--- src/design/ppi_pkg.sv ---
// Shared types and constants for the particle pool integrator.
// Holds the operation codes, the per-slot record layout and the saturation helpers.
package ppi_pkg;

    localparam int CW   = 7;   // slot counter width, can hold the pool size itself
    localparam int MA_W = 33;  // multiplier operand A
    localparam int MB_W = 22;  // multiplier operand B
    localparam int MP_W = MA_W + MB_W;
    localparam int SUM_W = 57;

    localparam logic [31:0] LIFE_ONE  = 32'h0001_0000;
    localparam logic [7:0]  SIZE_ONE  = 8'd1;
    localparam logic [21:0] FACTOR_ONE = 22'h10_0000;

    typedef enum logic [1:0] {
        OP_EMIT  = 2'd0,
        OP_TICK  = 2'd1,
        OP_CLEAR = 2'd2,
        OP_READ  = 2'd3
    } t_op;

    typedef struct packed {
        logic signed [31:0] px;
        logic signed [31:0] py;
        logic signed [31:0] vx;
        logic signed [31:0] vy;
        logic signed [31:0] ax;
        logic signed [31:0] ay;
        logic [15:0]        drag;
        logic [31:0]        life;
        logic [31:0]        app;
    } t_rec;

    localparam int REC_W = $bits(t_rec);

    function automatic logic signed [SUM_W-1:0] sx32(input logic signed [31:0] v);
        return {{(SUM_W-32){v[31]}}, v};
    endfunction

    function automatic logic signed [SUM_W-1:0] sxprod(input logic signed [MP_W-1:0] v);
        return {{(SUM_W-MP_W){v[MP_W-1]}}, v};
    endfunction

    function automatic logic signed [31:0] sat32(input logic signed [SUM_W-1:0] v);
        if (v > 57'sd2147483647) begin
            return 32'sh7fff_ffff;
        end else if (v < -57'sd2147483648) begin
            return 32'sh8000_0000;
        end
        return v[31:0];
    endfunction

endpackage

--- src/design/ppi_mul.sv ---
// Shared signed multiplier with a registered product.
// Uses the operand widths from ppi_pkg.
module ppi_mul (
    input  logic                             i_clk,
    input  logic signed [ppi_pkg::MA_W-1:0]  i_a,
    input  logic signed [ppi_pkg::MB_W-1:0]  i_b,
    output logic signed [ppi_pkg::MP_W-1:0]  o_prod
);
    import ppi_pkg::*;

    logic signed [MP_W-1:0] r_prod;

    always_ff @(posedge i_clk) begin
        r_prod <= i_a * i_b;
    end

    assign o_prod = r_prod;

endmodule

--- config.mk ---
export PLATFORM = sky130hd
export DESIGN_NAME = ppi_mul
export DESIGN_NICKNAME = d
export VERILOG_FILES = /design/src/design/ppi_pkg.sv /design/src/design/ppi_mul.sv
export SDC_FILE = /design/constraint.sdc
export NUM_CORES = 2
export LEC_CHECK = 0
export BUFFER_PORTS_ARGS = -buffer_cell sky130_fd_sc_hd__buf_4
export CAP_MARGIN = 20
export CORE_MARGIN = 2
export CORE_UTILIZATION = 44
export DETAILED_ROUTE_END_ITERATION = 16
export PLACE_DENSITY = 0.68
export SYNTH_ARGS = -nofsm -noshare
export SYNTH_HDL_FRONTEND = slang
export SYNTH_SLANG_ARGS = --single-unit
--- constraint.sdc ---
create_clock -name i_clk -period 8.5 [get_ports i_clk]
set_input_delay 0.425 -clock i_clk [delete_from_list [all_inputs] [get_ports i_clk]]
set_output_delay 0.425 -clock i_clk [all_outputs]
set_load 0.1 [all_outputs]
## After elaboration in Yosys (flattened, before gate mapping)

Index checks and enable logic that the tools add are counted.

- Output and inout bits: 55
- Flip-flop bits (word level): 55
- Word-level logic and storage cells: 2

- Multipliers: 1

Operators by type and width:

| kind | count |
|---|---|
| 33-bit by 22-bit multiplier with 55-bit output | 1 |

## Logic depth before layout (Yosys ltp)

- Depth after elaboration: 1
- Depth in mapped cells: 27
- Depth with buffers taken out: 25

## Worst setup path after synthesis

Ideal clock, no wire load.

- Path type: input to register
- Start: input i_b[1] (netlist bit)
- End: register r_prod[53] (netlist: o_prod[53])
- Cell stages on the path: 24
- Data arrival time: 6.941 ns
- Required time: 8.428 ns
- Slack: 1.487 ns
- Library setup time: 0.072 ns
- Path through: clkbuf_1 nand2_1 inv_1 fa_1 fa_1 inv_1 fa_1 inv_1 fa_1 fa_1 fa_1 inv_1 fa_1 inv_1 ha_1 inv_1 o21ai_0 a21oi_1 o21ai_0 or3b_2 o21ai_1 o21ai_0 a221oi_1 xnor2_1

- Cells in the longest elaborated chain, start to end: 1

Ends and longest elaborated chain:

| what | line | source |
|---|---|---|
| from (decl) | ppi_mul.sv:6 | `input logic signed [ppi_pkg::MB_W-1:0] i_b,` |
| 33-bit by 22-bit multiplier with 55-bit output | ppi_mul.sv:14 | `r_prod <= i_a * i_b;` |
| to (signal assigned) | ppi_mul.sv:14 |  |
| to (decl) | ppi_mul.sv:11 | `logic signed [MP_W-1:0] r_prod;` |

No other way between the ends.

## Worst setup path in the final report

- Start: input i_b[3] (netlist bit)
- End: register r_prod[53] (netlist: o_prod[53])

The elaborated chain is that of the path after synthesis.

==> run metrics <==
outcome completed; first-pass GRT wire length about 110,000 um; DRT Pass-1 Iters 6; post-CTS sizing 0; # hold bufs at CTS 0; Worst Max-Slew Pin Slew roughly 0.87 ns; Seq. cell area ~1100 um2; Startpoint Class primary input; share of layout cells above drive strength 1 under 10%; TritonCTS buffer count 5; final net count between 3k and 4k; initial antenna violation count 2; row count 90; cells after synthesis 2,920; Cell variety after synth 64; final RePlAce weighted congestion 0.9025; area delta synth->final 5.022%; Clock Sinks 55; CTS tree yes; Tmin final about 7.4 ns; pin count of the biggest net entering global routing 34; die area 62,690 um2; Multi-input gate area approximately 22,000 um2; ys async rst share 0%; Non-Filler Instances about 3.7k; Worst Hold Class primary input to flip-flop; Setup crit end kind flip-flop; design area between 20,000 and 30,000 um2; Final Hold Vio Count 0; Synth Area per Inst about 9.1 um2; Top Ports roughly 110; period utilization around 90%; EDFF count, synth 0; placed insts between 3k and 4k; CP Class primary input to flip-flop; total number of vias approximately 19k; register area share after synthesis about 4.1%; clk slew on worst S/H paths around 0.080 ns; CP Data Arrival Time approximately 7.7 ns; Max clock buf depth 2; synth warn 0; GRT Total Usage ~23%; hold path depth 2; number of flip-flops under the largest register name between 50 and 60; top_reg_cell synth dfxtp_1; Filler cells slightly below 6k; Buffers on Ports 110; synthesized cell area between 20,000 and 30,000 um2; total core area 60,130 um2; maximum clock rate ~130 MHz; number of global-route vias before repair about 21k; Die X approximately 250 um; worst path required time 8.75 ns; max-slew violation count 0; Slew headroom a little over two fifths; post-place instance area roughly 28,000 um2; Starting Density 44.42%; DRT antenna net count 0; Routed WL about 65,000 um; Setup Viol. Count Final 0; post-DP HPWL between 50,000 and 60,000 um; crit-path max FO 33; ANT cells 0; drt via density ~5; WL/cell about 18 um; CTS Root Cell clkbuf_16; Fin Setup TNS 0 ns; unrepaired setup endpoints after global routing no; Synthesized Nets 3,854; FF+latch count, synth 55; grt ovf 0; max-cap viol count 0; drt initial violations between 900 and 1k; H-tree levels 2; DRC violations left 0; Die H roughly 250 um; post-CTS setup buffers 0
## worst max-delay path, cell delays in order
cell	delay (ns)
buf_4	0.31
and2_1	0.21
fa_1	0.45
fa_1	0.64
inv_1	0.22
fa_1	0.57
inv_1	0.43
fa_1	0.54
fa_1	0.50
fa_1	0.49
inv_1	0.05
fa_1	0.47
inv_1	0.04
ha_1	0.36
inv_1	0.15
o21ai_0	0.10
a21oi_1	0.15
o21ai_0	0.11
or3b_2	0.45
o21ai_1	0.26
o21ai_0	0.20
a221oi_1	0.36
xnor2_1	0.15
## cell type report
type | instances | area share, %
well taps | 782 | 3.488
inverters | 750 | 10.04
multi-input cells | 1961 | 78.98
repair buffers | 113 | 3.024
flip-flops and latches | 55 | 3.925
clock buffers | 5 | 0.4461
clock inverters | 3 | 0.09814
## cells by family (layout without fill, tap and decap cells)
family / after synthesis / in the layout / synth area share, %
buf+inv: 904 / 871 / 12.93
fa+ha+maj: 878 / 878 / 61.40
simple gates: 855 / 855 / 15.43
compound gates: 167 / 167 / 4.118
xor+xnor: 61 / 61 / 2.000
flops: 55 / 55 / 4.123
## stage by stage
| step | util (%) | worst slack (ns) | hold WS, ns |
|---|---|---|---|
| 6_report | 46.65 | 1.055 | 0.5790 |
| 5_1_grt | 46.65 | 0.5713 | 0.5919 |
| 4_1_cts | 46.65 | 1.030 | 0.5596 |
| 3_5_place_dp | 46.39 | 0.7450 | 0.8976 |
| 3_3_place_gp | 46.39 | 0.7606 | 0.8972 |
| 2_1_floorplan | - | 1.487 | 0.5467 |
## cells in the mapped netlist (4+ instances only)
library cell  instances  area (um2)
inv_1               749        2811
o21bai_1              8       60.06
nand4_1              15       93.84
buf_1                 4       15.01
dfxtp_1              55        1101
a211oi_1              5       37.54
nand3_1              13       65.06
xor2_1               22       192.7
nand2_1             446        1674
o211ai_1              4       30.03
and4_1                4       35.03
clkbuf_1            139       521.8
o21ai_0              33       165.2
nor2_1               49       183.9
xnor2_1              39       341.6
ha_1                157        1964
fa_1                721       14430
nor3_1                6       30.03
and2_1              299        1871
nand2b_1              8       50.05
a21oi_1              57       285.3
a31oi_1               6       37.54
a21o_1               20       150.1
## layout by cell type (no fill, tap or decap), types with 4 or more instances in the layout
cell / instances
o21bai_1: 8
o21ai_0: 33
nand2_1: 446
clkbuf_16: 5
xor2_1: 22
ha_1: 157
xnor2_1: 39
a21oi_1: 57
o211ai_1: 4
a21o_1: 20
fa_1: 721
nand4_1: 15
inv_1: 749
and4_1: 4
nor2_1: 49
nand2b_1: 8
dfxtp_1: 55
buf_4: 113
and2_1: 299
nand3_1: 13
a31oi_1: 6
a211oi_1: 5
nor3_1: 6
## worst paths after layout
kind / start / to / slack (ns)
setup / recovery: i_b[3] / o_prod[53]$_DFF_P_ / 1.05
hold / removal: i_a[0] / o_prod[0]$_DFF_P_ / 0.58
## per-layer routing
metal	share of wire, %	track usage, %	vias up
li1	-	-	8262
met1	38	27.40	9678
met2	54	42.06	543
met3	4.8	2.317	126
met4	3.4	6.518	2
met5	0.020	0	-
Power is left out: the tool's default activity adds up to more than one toggle a clock period on the data nets, which glitch-free logic cannot reach.
