## src/design/ppi_ram.sv

```systemverilog
// Generic single-write, single-read memory with registered read data.
// No package dependencies.
module ppi_ram #(
    parameter int W = 8,
    parameter int D = 16,
    localparam int AW = (D > 1) ? $clog2(D) : 1
) (
    input  logic          i_clk,
    input  logic          i_we,
    input  logic [AW-1:0] i_waddr,
    input  logic [W-1:0]  i_wdata,
    input  logic [AW-1:0] i_raddr,
    output logic [W-1:0]  o_rdata
);

    logic [W-1:0] r_mem [D];
    logic [W-1:0] r_rdata;

    always_ff @(posedge i_clk) begin
        if (i_we) begin
            r_mem[i_waddr] <= i_wdata;
        end
        r_rdata <= r_mem[i_raddr];
    end

    assign o_rdata = r_rdata;

endmodule

```

## config.mk

```make
export PLATFORM = sky130hd
export DESIGN_NAME = ppi_ram
export DESIGN_NICKNAME = d
export VERILOG_FILES = /design/src/design/ppi_ram.sv
export SDC_FILE = /design/constraint.sdc
export NUM_CORES = 1
export LEC_CHECK = 0
export ABC_AREA = 1
export BUFFER_PORTS_ARGS = -buffer_cell sky130_fd_sc_hd__buf_2
export CAP_MARGIN = 10
export CORE_MARGIN = 4
export CORE_UTILIZATION = 40
export DETAILED_ROUTE_END_ITERATION = 7
export GPL_TIMING_DRIVEN = 0
export SYNTH_ARGS = -nofsm -noshare
export SYNTH_HDL_FRONTEND = slang
export SYNTH_SLANG_ARGS = --single-unit
```

## constraint.sdc

```tcl
create_clock -name i_clk -period 1.3 [get_ports i_clk]
set_clock_uncertainty 0.1 [all_clocks]
set_input_delay 0.13 -clock i_clk [delete_from_list [all_inputs] [get_ports i_clk]]
set_output_delay 0.13 -clock i_clk [all_outputs]
set_load 0.02 [all_outputs]
```

* Word-level counts from Yosys, hierarchy flattened
Memory sizes are Yosys's and may differ from the RTL's. A register that Yosys moved wholly into a read port is not among the register bits.
Index checks and enable logic that the tools add are counted.
** Word-level totals
- Register bits :: 0
- Bits in latches :: 0
- Bits in writable memories :: 128
- Memory bits (read-only) :: 0
- Input bits :: 18
- Memories kept :: 1
** Operators by class
- Add/sub/neg operators :: 0
- $mul :: 0
- Divide/modulo/power cells :: 0
- $lt $le $gt $ge :: 0
- Equality and inequality tests :: 0
- Shift-type cells :: 0
- Multiplexer cells :: 2
- Bitwise logic cells :: 0
- Reductions and logical operators :: 0
** Memories
- r_mem :: depth 16, width 8, read ports 1, clocked after Yosys merged registers in 1, wr ports 1, RTL line 16 : logic [W-1:0] r_mem [D];
** Operator list (number)
- $mux 1 :: 2

* Depth between registers and ports, before layout
Gate-level depths: netlist of the first run.
- Word-level depth :: 2
- Mapped depth :: 8
- Depth with buffers taken out :: 7

* Worst setup path after synthesis of the first run
Ideal clock, no wire load.
- Path type :: input to register
- Start point :: input port i_waddr[2]
- End point :: memory r_mem[10][0] (enable)
- Setup time :: 0.370 ns
- Data arrival time :: 0.711 ns
- Path slack :: 0.119 ns
- Stages on the path :: 2
- Path buffers :: 0
- Cell sequence :: nand3b_1 > nor2_1
** RTL lines
- start, declared :: RTL line 10 : input logic [AW-1:0] i_waddr,
- end, declared :: RTL line 16
Straight into the memory's write port.

* Worst setup path in the final report of the first run
- Start point :: input port i_waddr[3]
- End point :: memory r_mem[6][6] (enable)
Straight into the memory's write port.

==> metrics.txt, run 1 <==
crit path time final=between 1 and 1.5 ns; LEAKAGE=around 2.9 nW; Hold Path Origin=i_wdata[4]; grt total ovfl=0; drt drc=0; Post-synth top cells=173 x nand2_1, 128 x edfxtp_1, 100 x inv_1, 97 x nand3_1, 17 x nor2_1; worst vdd ir=0.850 mV; CTS tree=built; status=finished, violations left; post-CTS setup buffers=0; Final setup viols=7; nets@finish=610; register area share after synthesis=0.694; top-count cell post-synth=nand2_1; failing checks=setup timing; average size of a mapped cell=10.5 um^2; Syn. warnings=0; Clock Latency Late Sink=0.42 ns; CTS H-tree lvls=4; Placer Congestion=~0.90; Hold Fails Final Rpt=0; share of cells above drive strength 1=0.129; I/O pin total=26; max-cap viol count=0; area leader, netlist=edfxtp_1; Yosys cell types=12; critical path launch point=i_waddr[3]; Synth top area share=0.667; Crit path required time=~1.2 ns; part of the cycle the worst path needs=1.01; Slew HR=0.422; first-pass GRT wire length=between 20,000 and 25,000 um; Peak Freq=between 700 and 800 MHz; Hold Crit Class=input pin to flip-flop; R2R cell count=6; CP Launch Type=input pin; predominant post-synthesis flop cell=edfxtp_1; initial antenna violation count=0; Synth area leaders=edfxtp_1 67%, nand2_1 11%, nand3_1 8.4%; RSZ-0062 raised after global routing=yes; DRT Pass-1 Iters=5; slew at the pin with the worst max-slew slack=0.864 ns; number of global-route vias before repair=between 3,000 and 4,000; setup ws final=-0.0108 ns; Post-Syn Nets=569; Core Area=about 0.014 mm^2; Worst setup EP type=flip-flop; Synth-to-Final Area Change=16.0%; clock buffer depth=2; Routed Antenna Nets=0; row count=43; Antenna diodes=0; Total GRT Usage=0.181; Synth Instances=around 550; Worst setup endpoint=r_mem[6][6]; count of input and output buffers=22; CTS Sinks=roughly 140; Setup Crit Path Kind=input pin to flip-flop; final slew viol count=0; WL/cell=17.9 um; Final Util=0.478; Mapped Area=0.00577 mm^2; R2R setup slack=~0.14 ns; DR vias=slightly below 4,000; Clock Tree Root=clkbuf_16; crit path DAT=1.25 ns; async set-reset flop share out of synthesis=0; CTS Buf Count=17; via-per-instance ratio=between 4 and 5; overall power=~10 mW; Die ar.=about 0.016 mm^2; fillcell total=about 1,300; DIE HEIGHT=about 130 um; hpwl dp=around 9200 um; reg-to-reg critical path startpoint=r_mem[12][3]; Clk pin slew, worst setup/hold paths=about 0.06 ns; final wirelength=14,100 um; largest net degree at the start of global routing=17; Starting Density=0.412; Power Density=1550 mW/mm^2; Fin Setup TNS=-0.0505 ns; Reg-to-Reg End=o_rdata[3]; Die X=~130 um; Post-synth EDFFs=roughly 130; DR iter-0 viols=between 400 and 500; Yosys reg bits=136; CP Max Fanout=8
## metal layers
layer | GRT usage | wire, um | up-vias
li1 | - | - | 1856
met1 | 0.238 | 5980 | 1843
met2 | 0.273 | 6410 | 172
met3 | 0.0483 | 1150 | 32
met4 | 0.0980 | 540 | 0
met5 | 0 | 0 | -
## critical path, cell delays in order
cell      delay (ns)
buf_2           0.12
nand3b_1        0.28
nor2_1          0.72
## timing repair
item,CTS,global route
gates resized for setup,0,1
endpoints found under the setup margin,0,31
hold buffers,0,0
## layout make-up
cell class | instances | area [um^2] | share of cell area
multi-input combinational | 289 | 1220 | 0.182
inverter | 102 | 383 | 0.0572
sequential | 136 | 4000 | 0.598
timing repair buffer | 22 | 110 | 0.0165
clock inverter | 14 | 158 | 0.0236
buffer | 24 | 166 | 0.0249
tap | 180 | 225 | 0.0337
clock buffer | 18 | 429 | 0.0641
## registers in the layout, summed over array words and instances, names as in the netlist
signal,cells
r_mem,128
o_rdata,8
## power by group
group          internal [mW]  total [mW]  switching, mW
clock                   2.99        4.76           1.77
combinational          0.189       0.672          0.483
sequential              4.90        4.93         0.0241
## how the worst min path moves through the flow
stage,end,slack [ns],depth (start not counted)
after floorplan,r_mem[0][0],0.13,0
after global placement,r_mem[3][4],0.45,1
after detailed placement,o_rdata[0],0.45,1
after CTS,r_mem[2][4],0.008,1
after global routing,r_mem[15][4],0.02,1
final,r_mem[2][4],0.03,1
## through the flow
step	cell area, um^2	instances	hold WS [ns]	worst slack (ns)
finish	6690	785	0.0272	-0.0108
CTS	6690	785	0.00807	0.0127
detailed placement	6100	753	0.448	-0.432
global placement	6100	753	0.445	-0.405
floorplan	5770	551	0.129	0.119
global route	6690	785	0.0156	-0.0283
## placed cells by master (no fill, tap or decap), drive strengths merged
master,netlist,final
edfxtp,128,128
buf,24,46
inv,102,102
dfxtp,8,8
clkinv,0,7
nand3b,2,2
nand2,173,173
bufinv,0,3
nand3,97,97
clkbuf,0,18
clkinvlp,0,4
nor2,17,17
## cell families after synthesis
kind of cell,count (synthesis),share of synthesized area
buf+inv,126,0.0952
flops,136,0.694
simple gates,289,0.210
No activity file was read; power rests on OpenSTA's default activity.
==> inputs of run 2 (changes only) <==
Settings changed: CELL_PAD_IN_SITES_DETAIL_PLACEMENT set to 0, CELL_PAD_IN_SITES_GLOBAL_PLACEMENT set to 1, PLACE_DENSITY_LB_ADDON set to 0.1.
==> run 2 against run 1 <==
  * The run still ends with setup timing left
  * Via count decreased by 4.3%
  * Non-clock buffer count stayed put
  * Largest cell class unchanged
  * Worst hold slack gained 0.00068 ns
  * Critical endpoint is now r_mem[7][2]
==> metrics.txt, run 2 (synthesized netlist as in run 1, its figures left out) <==
status=finished, violations left (unchanged); failing checks=setup timing (unchanged); Placer Congestion=0.801 (was 0.902); Core Area=0.0140 mm^2 (unchanged); R2R cell count=6 (unchanged); Die ar.=0.0164 mm^2 (unchanged); drt drc=0 (unchanged); CP delay by family, top=simple AND/OR/NAND/NOR gates (unchanged); Clock Tree Root=clkbuf_16 (unchanged); I/O pin total=26 (unchanged); Final setup viols=8 (was 7); DIE HEIGHT=128 um (unchanged); Multi-input gate area=0.00123 mm^2 (was 0.00122 mm^2); clock buffer depth=2 (unchanged); largest register by flop count=r_mem (unchanged); crit path DAT=1.26 ns (was 1.25 ns); Worst setup EP type=flip-flop (unchanged); Slew HR=0.316 (was 0.422); Sequential Area=0.00400 mm^2 (unchanged); commonest non-fill, non-tap cell in the layout=nand2_1 (unchanged); number of global-route vias before repair=3,611 (was 3,722); # hold bufs at CTS=0 (unchanged); via-per-instance ratio=4.76 (was 4.97); Hold Path Origin=i_wdata[2] (was i_wdata[4]); Setup Crit Path Kind=input pin to flip-flop (unchanged); max incr delay on CP=0.80 ns (was 0.72 ns); Largest register FFs=128 (unchanged); nets@finish=610 (unchanged); initial antenna violation count=0 (unchanged); most frequent cells in the layout=173 x nand2_1, 128 x edfxtp_1, 100 x inv_1, 97 x nand3_1, 35 x buf_2 (unchanged); Hold Crit Class=input pin to flip-flop (unchanged); first-pass GRT wire length=21,900 um (was 21,300 um); final instance area=0.00675 mm^2 (was 0.00669 mm^2); hold path endpoint=r_mem[8][2] (was r_mem[2][4]); Total GRT Usage=0.190 (was 0.181); CTS Sinks=136 (unchanged); CTS H-tree lvls=4 (unchanged); CTS Buf Count=17 (unchanged); slew at the pin with the worst max-slew slack=1.02 ns (was 0.864 ns); Starting Density=0.412 (unchanged); DR iter-0 viols=335 (was 476); hpwl dp=9560 um (was 9200 um); CTS tree=built (unchanged); LEAKAGE=2.92 nW (was 2.89 nW); final slew viol count=0 (unchanged); Bufs and invs on worst path=1 (unchanged); fillcell total=1,308 (was 1,277); Hold WS=0.0279 ns (was 0.0272 ns); grt total ovfl=0 (unchanged); count of input and output buffers=22 (unchanged); CP Cell Sequence=buf_2 -> nand3b_1 -> nor2_1 (unchanged); overall power=10.7 mW (was 10.4 mW); Die X=128 um (unchanged); Final Util=0.483 (was 0.478); crit path time final=1.33 ns (was 1.31 ns); WL/cell=18.5 um (was 17.9 um); reg-to-reg critical path startpoint=r_mem[11][2] (was r_mem[12][3]); largest net degree at the start of global routing=17 (unchanged); share of cells above drive strength 1=0.134 (was 0.129); Clk pin slew, worst setup/hold paths=0.05 ns (was 0.06 ns); setup ws final=-0.0280 ns (was -0.0108 ns); Antenna diodes=0 (unchanged); CP Launch Type=input pin (unchanged); Synth-to-Final Area Change=17.1% (was 16.0%); max-cap viol count=0 (unchanged); DR vias=3,736 (was 3,903); worst vdd ir=0.807 mV (was 0.850 mV); Reg-to-Reg End=o_rdata[2] (was o_rdata[3]); Cells on Worst Hold Path=1 (unchanged); Clock Latency Late Sink=0.42 ns (about the same); CP Max Fanout=8 (unchanged); Hold Fails Final Rpt=0 (unchanged); final wirelength=14,500 um (was 14,100 um); DRT Pass-1 Iters=5 (unchanged); Routed Antenna Nets=0 (unchanged); RSZ-0062 raised after global routing=yes (unchanged); placed cell areas=0.00610 mm^2 (unchanged); Peak Freq=753 MHz (was 763 MHz); Power Density=1580 mW/mm^2 (was 1550 mW/mm^2); R2R setup slack=0.17 ns (was 0.14 ns); slowest CP cell=nor2_1 (unchanged); Crit path required time=1.23 ns (was 1.24 ns); part of the cycle the worst path needs=1.02 (was 1.01); row count=43 (unchanged)
[run 2: changes by cell type in the layout (fill, tap and decap cells not counted), sizes merged]
cell	change
clkinv	-4
clkbuf	+7
bufinv	+1
clkinvlp	-4
[run 2: per-stage QoR]
step / cells / TNS, ns / setup slack (ns)
3_5_place_dp: 753 / -45.21 / -0.508
5_1_grt: 785 / -1.09 / -0.0681
3_3_place_gp: 753 / -42.08 / -0.470
4_1_cts: 785 / 0 / 0.00243
2_1_floorplan: 551 / 0 / 0.119
6_report: 785 / -0.205 / -0.0280
[run 2: worst max path at each step]
stage	from	end	cells past startpoint
after floorplan	i_waddr[2]	r_mem[10][0]	2
after global placement	i_waddr[3]	r_mem[4][7]	3
after detailed placement	i_waddr[2]	r_mem[9][5]	3
after CTS	i_waddr[2]	r_mem[10][4]	3
after global routing	i_waddr[3]	r_mem[7][3]	3
final	i_waddr[3]	r_mem[7][2]	3
[run 2: cell type report]
class / instances / area share
Tap cell: 180 / 0.0334
Timing Repair Buffer: 22 / 0.0163
Clock buffer: 25 / 0.0734
Clock inverter: 7 / 0.0206
Buffer: 24 / 0.0246
Sequential cell: 136 / 0.593
Inverter: 102 / 0.0567
Multi-Input combinational cell: 289 / 0.182
[run 2: what timing repair did]
action,4_1_cts,5_1_grt
setup endpoints to repair,16,49
buffers inserted,0,0
resized for setup,2,4
[run 2: layer usage]
layer | up-vias | share of wire | wire length [um] | track usage
li1 | 1859 | - | - | -
met1 | 1747 | 0.47 | 6870 | 0.268
met2 | 112 | 0.45 | 6540 | 0.288
met3 | 18 | 0.060 | 870 | 0.0383
met4 | 0 | 0.018 | 269 | 0.0743
met5 | - | 0 | 0 | 0
[run 2: power breakdown]
| part | switching, mW | leakage (nW) | internal (mW) |
|---|---|---|---|
| registers | 0.0234 | 1.22 | 4.90 |
| logic | 0.490 | 1.39 | 0.189 |
| clock network | 1.68 | 0.311 | 3.41 |
==> inputs of run 3 (changes only) <==
--- a/config.mk
+++ b/config.mk
@@ -15,5 +15,5 @@
 export DETAILED_ROUTE_END_ITERATION = 7
 export GPL_TIMING_DRIVEN = 0
-export PLACE_DENSITY_LB_ADDON = 0.1
+export PLACE_DENSITY = 0.77
 export SYNTH_ARGS = -nofsm -noshare
 export SYNTH_HDL_FRONTEND = slang
==> constraint.sdc (replaced) <==
create_clock -name i_clk -period 1.3 [get_ports i_clk]
set_clock_uncertainty 0.1 [all_clocks]
set_input_delay 0.065 -clock i_clk [delete_from_list [all_inputs] [get_ports i_clk]]
set_output_delay 0.065 -clock i_clk [all_outputs]
set_load 0.02 [all_outputs]
==> run 3 against run 2 <==
  * Critical endpoint is now r_mem[13][7]
  * Design area grew 1.3%
  * Global-route usage down 0.31 points
  * Critical path type unchanged
  * Largest power group unchanged
  * The run now ends clean
  * Clock power increased by 3%
  * Critical path depth did not move
  * Combinational power increased by 1%
  * Utilization increased by 0.63 points
  * Fmax increased by 9.4%
  * Die area unchanged
  * Cell count is 1.1% higher
  * Non-clock buffer count grew 9
  * Flip-flop and latch count did not move
  * Worst setup slack improved by 0.11 ns
==> metrics.txt, run 3 (synthesized netlist as in run 1, its figures left out) <==
CTS tree=built (unchanged); final wirelength=14,200 um (was 14,500 um); max incr delay on CP=0.81 ns (was 0.80 ns); Total GRT Usage=0.186 (was 0.190); CTS Sinks=136 (unchanged); clock buffer depth=2 (unchanged); DIE HEIGHT=128 um (unchanged); CTS Buf Count=17 (unchanged); Placer Congestion=0.816 (was 0.801); CP Max Fanout=8 (unchanged); Bufs and invs on worst path=1 (unchanged); largest net degree at the start of global routing=17 (unchanged); Crit path required time=1.24 ns (was 1.23 ns); first-pass GRT wire length=22,000 um (was 21,900 um); slowest CP cell=nor2_1 (unchanged); Synth-to-Final Area Change=18.6% (was 17.1%); most frequent cells in the layout=173 x nand2_1, 128 x edfxtp_1, 100 x inv_1, 97 x nand3_1, 35 x buf_2 (unchanged); hpwl dp=9110 um (was 9560 um); Worst setup EP type=flip-flop (unchanged); crit path DAT=1.15 ns (was 1.26 ns); nets@finish=619 (was 610); Largest register FFs=128 (unchanged); CTS H-tree lvls=4 (unchanged); RSZ-0062 raised after global routing=no (was yes); final slew viol count=0 (unchanged); Core Area=0.0140 mm^2 (unchanged); DRT Pass-1 Iters=5 (unchanged); count of input and output buffers=22 (unchanged); Clk pin slew, worst setup/hold paths=0.06 ns (was 0.05 ns); worst vdd ir=1.01 mV (was 0.807 mV); number of global-route vias before repair=3,761 (was 3,611); crit path time final=1.21 ns (was 1.33 ns); Setup Crit Path Kind=input pin to flip-flop (unchanged); slew at the pin with the worst max-slew slack=1.02 ns (about the same); Peak Freq=824 MHz (was 753 MHz); Final setup viols=0 (was 8); Antenna diodes=0 (unchanged); Power Density=1580 mW/mm^2 (about the same); fillcell total=1,294 (was 1,308); I/O pin total=26 (unchanged); Hold Crit Class=input pin to flip-flop (unchanged); part of the cycle the worst path needs=0.933 (was 1.02); drt drc=0 (unchanged); WL/cell=17.9 um (was 18.5 um); status=finished clean (was finished, violations left); Hold WS=0.0250 ns (was 0.0279 ns); row count=43 (unchanged); initial antenna violation count=0 (unchanged); instance count on the critical path=3 (unchanged); grt total ovfl=0 (unchanged); Slew HR=0.315 (was 0.316); CP delay by family, top=simple AND/OR/NAND/NOR gates (unchanged); Hold Fails Final Rpt=0 (unchanged); DR vias=3,856 (was 3,736); CP Launch Type=input pin (unchanged); share of cells above drive strength 1=0.129 (was 0.134); via-per-instance ratio=4.86 (was 4.76); Clock Tree Root=clkbuf_16 (unchanged); Starting Density=0.412 (unchanged); max-cap viol count=0 (unchanged); Die X=128 um (unchanged); Die ar.=0.0164 mm^2 (unchanged); placed cell areas=0.00610 mm^2 (unchanged); Routed Antenna Nets=0 (unchanged); R2R cell count=6 (unchanged); largest register by flop count=r_mem (unchanged); DR iter-0 viols=334 (was 335); CP Cell Sequence=buf_2 -> nand3_1 -> nor2_1 (was buf_2 -> nand3b_1 -> nor2_1); commonest non-fill, non-tap cell in the layout=nand2_1 (unchanged); Clock Latency Late Sink=0.42 ns (about the same); final instance area=0.00684 mm^2 (was 0.00675 mm^2); LEAKAGE=2.95 nW (was 2.92 nW); Cells on Worst Hold Path=1 (unchanged)
run 3: path summary, 6_finish.rpt:
path	from	endpoint	slack (ns)
setup / recovery	i_we	r_mem[13][7]	0.09
hold / removal	i_wdata[3]	r_mem[11][3]	0.03
setup reg to reg	r_mem[11][3]	o_rdata[3]	0.20
hold reg to reg	r_mem[4][0]	o_rdata[0]	0.61
run 3: what timing repair did:
item                       in CTS  in global routing
hold endpoints to repair      117                  0
resized for setup               0                  1
hold buffers                    9                  0
buffers inserted                0                  0
setup endpoints to repair       0                  8
run 3: worst reg2reg max path, cell delays in order, from the launching register on:
cell      delay (ns)
edfxtp_1        0.35
nand2_1         0.07
nand2_1         0.05
nand2_1         0.11
nand3_1         0.09
nand3_1         0.13
nand2_1         0.08
run 3: stage by stage:
stage                     power [mW]  utilization  setup slack [ns]  std cells  TNS (ns)
after floorplan                 5.40            -             0.184        551         0
after global routing            11.2        0.489           0.00555        794         0
final                           10.8        0.489            0.0865        794         0
after CTS                       10.9        0.489            0.0788        794         0
after global placement          5.67        0.436            -0.346        753    -30.20
after detailed placement        5.68        0.436            -0.363        753    -31.52
run 3: area by class of cell:
type,count,area (um^2),share of cell area
Buffer,24,166,0.0243
Clock buffer,19,443,0.0648
Clock inverter,13,203,0.0296
Timing Repair Buffer,31,200,0.0293
Inverter,102,383,0.0560
Sequential cell,136,4000,0.585
Tap cell,180,225,0.0329
Multi-Input combinational cell,289,1220,0.178
run 3: layer usage:
| metal | wire length [um] | up-vias | track usage | share of wire |
|---|---|---|---|---|
| met5 | 0 | - | 0 | 0 |
| met4 | 332 | 0 | 0.0780 | 0.023 |
| met3 | 1080 | 23 | 0.0379 | 0.076 |
| met2 | 6550 | 149 | 0.282 | 0.46 |
| met1 | 6260 | 1811 | 0.264 | 0.44 |
| li1 | - | 1873 | - | - |
run 3: power breakdown:
group          switching (mW)  leakage [nW]  internal [mW]
sequential             0.0242          1.22           4.90
combinational           0.483          1.42          0.206
clock                    1.78         0.301           3.44
total                    2.29          2.95           8.55
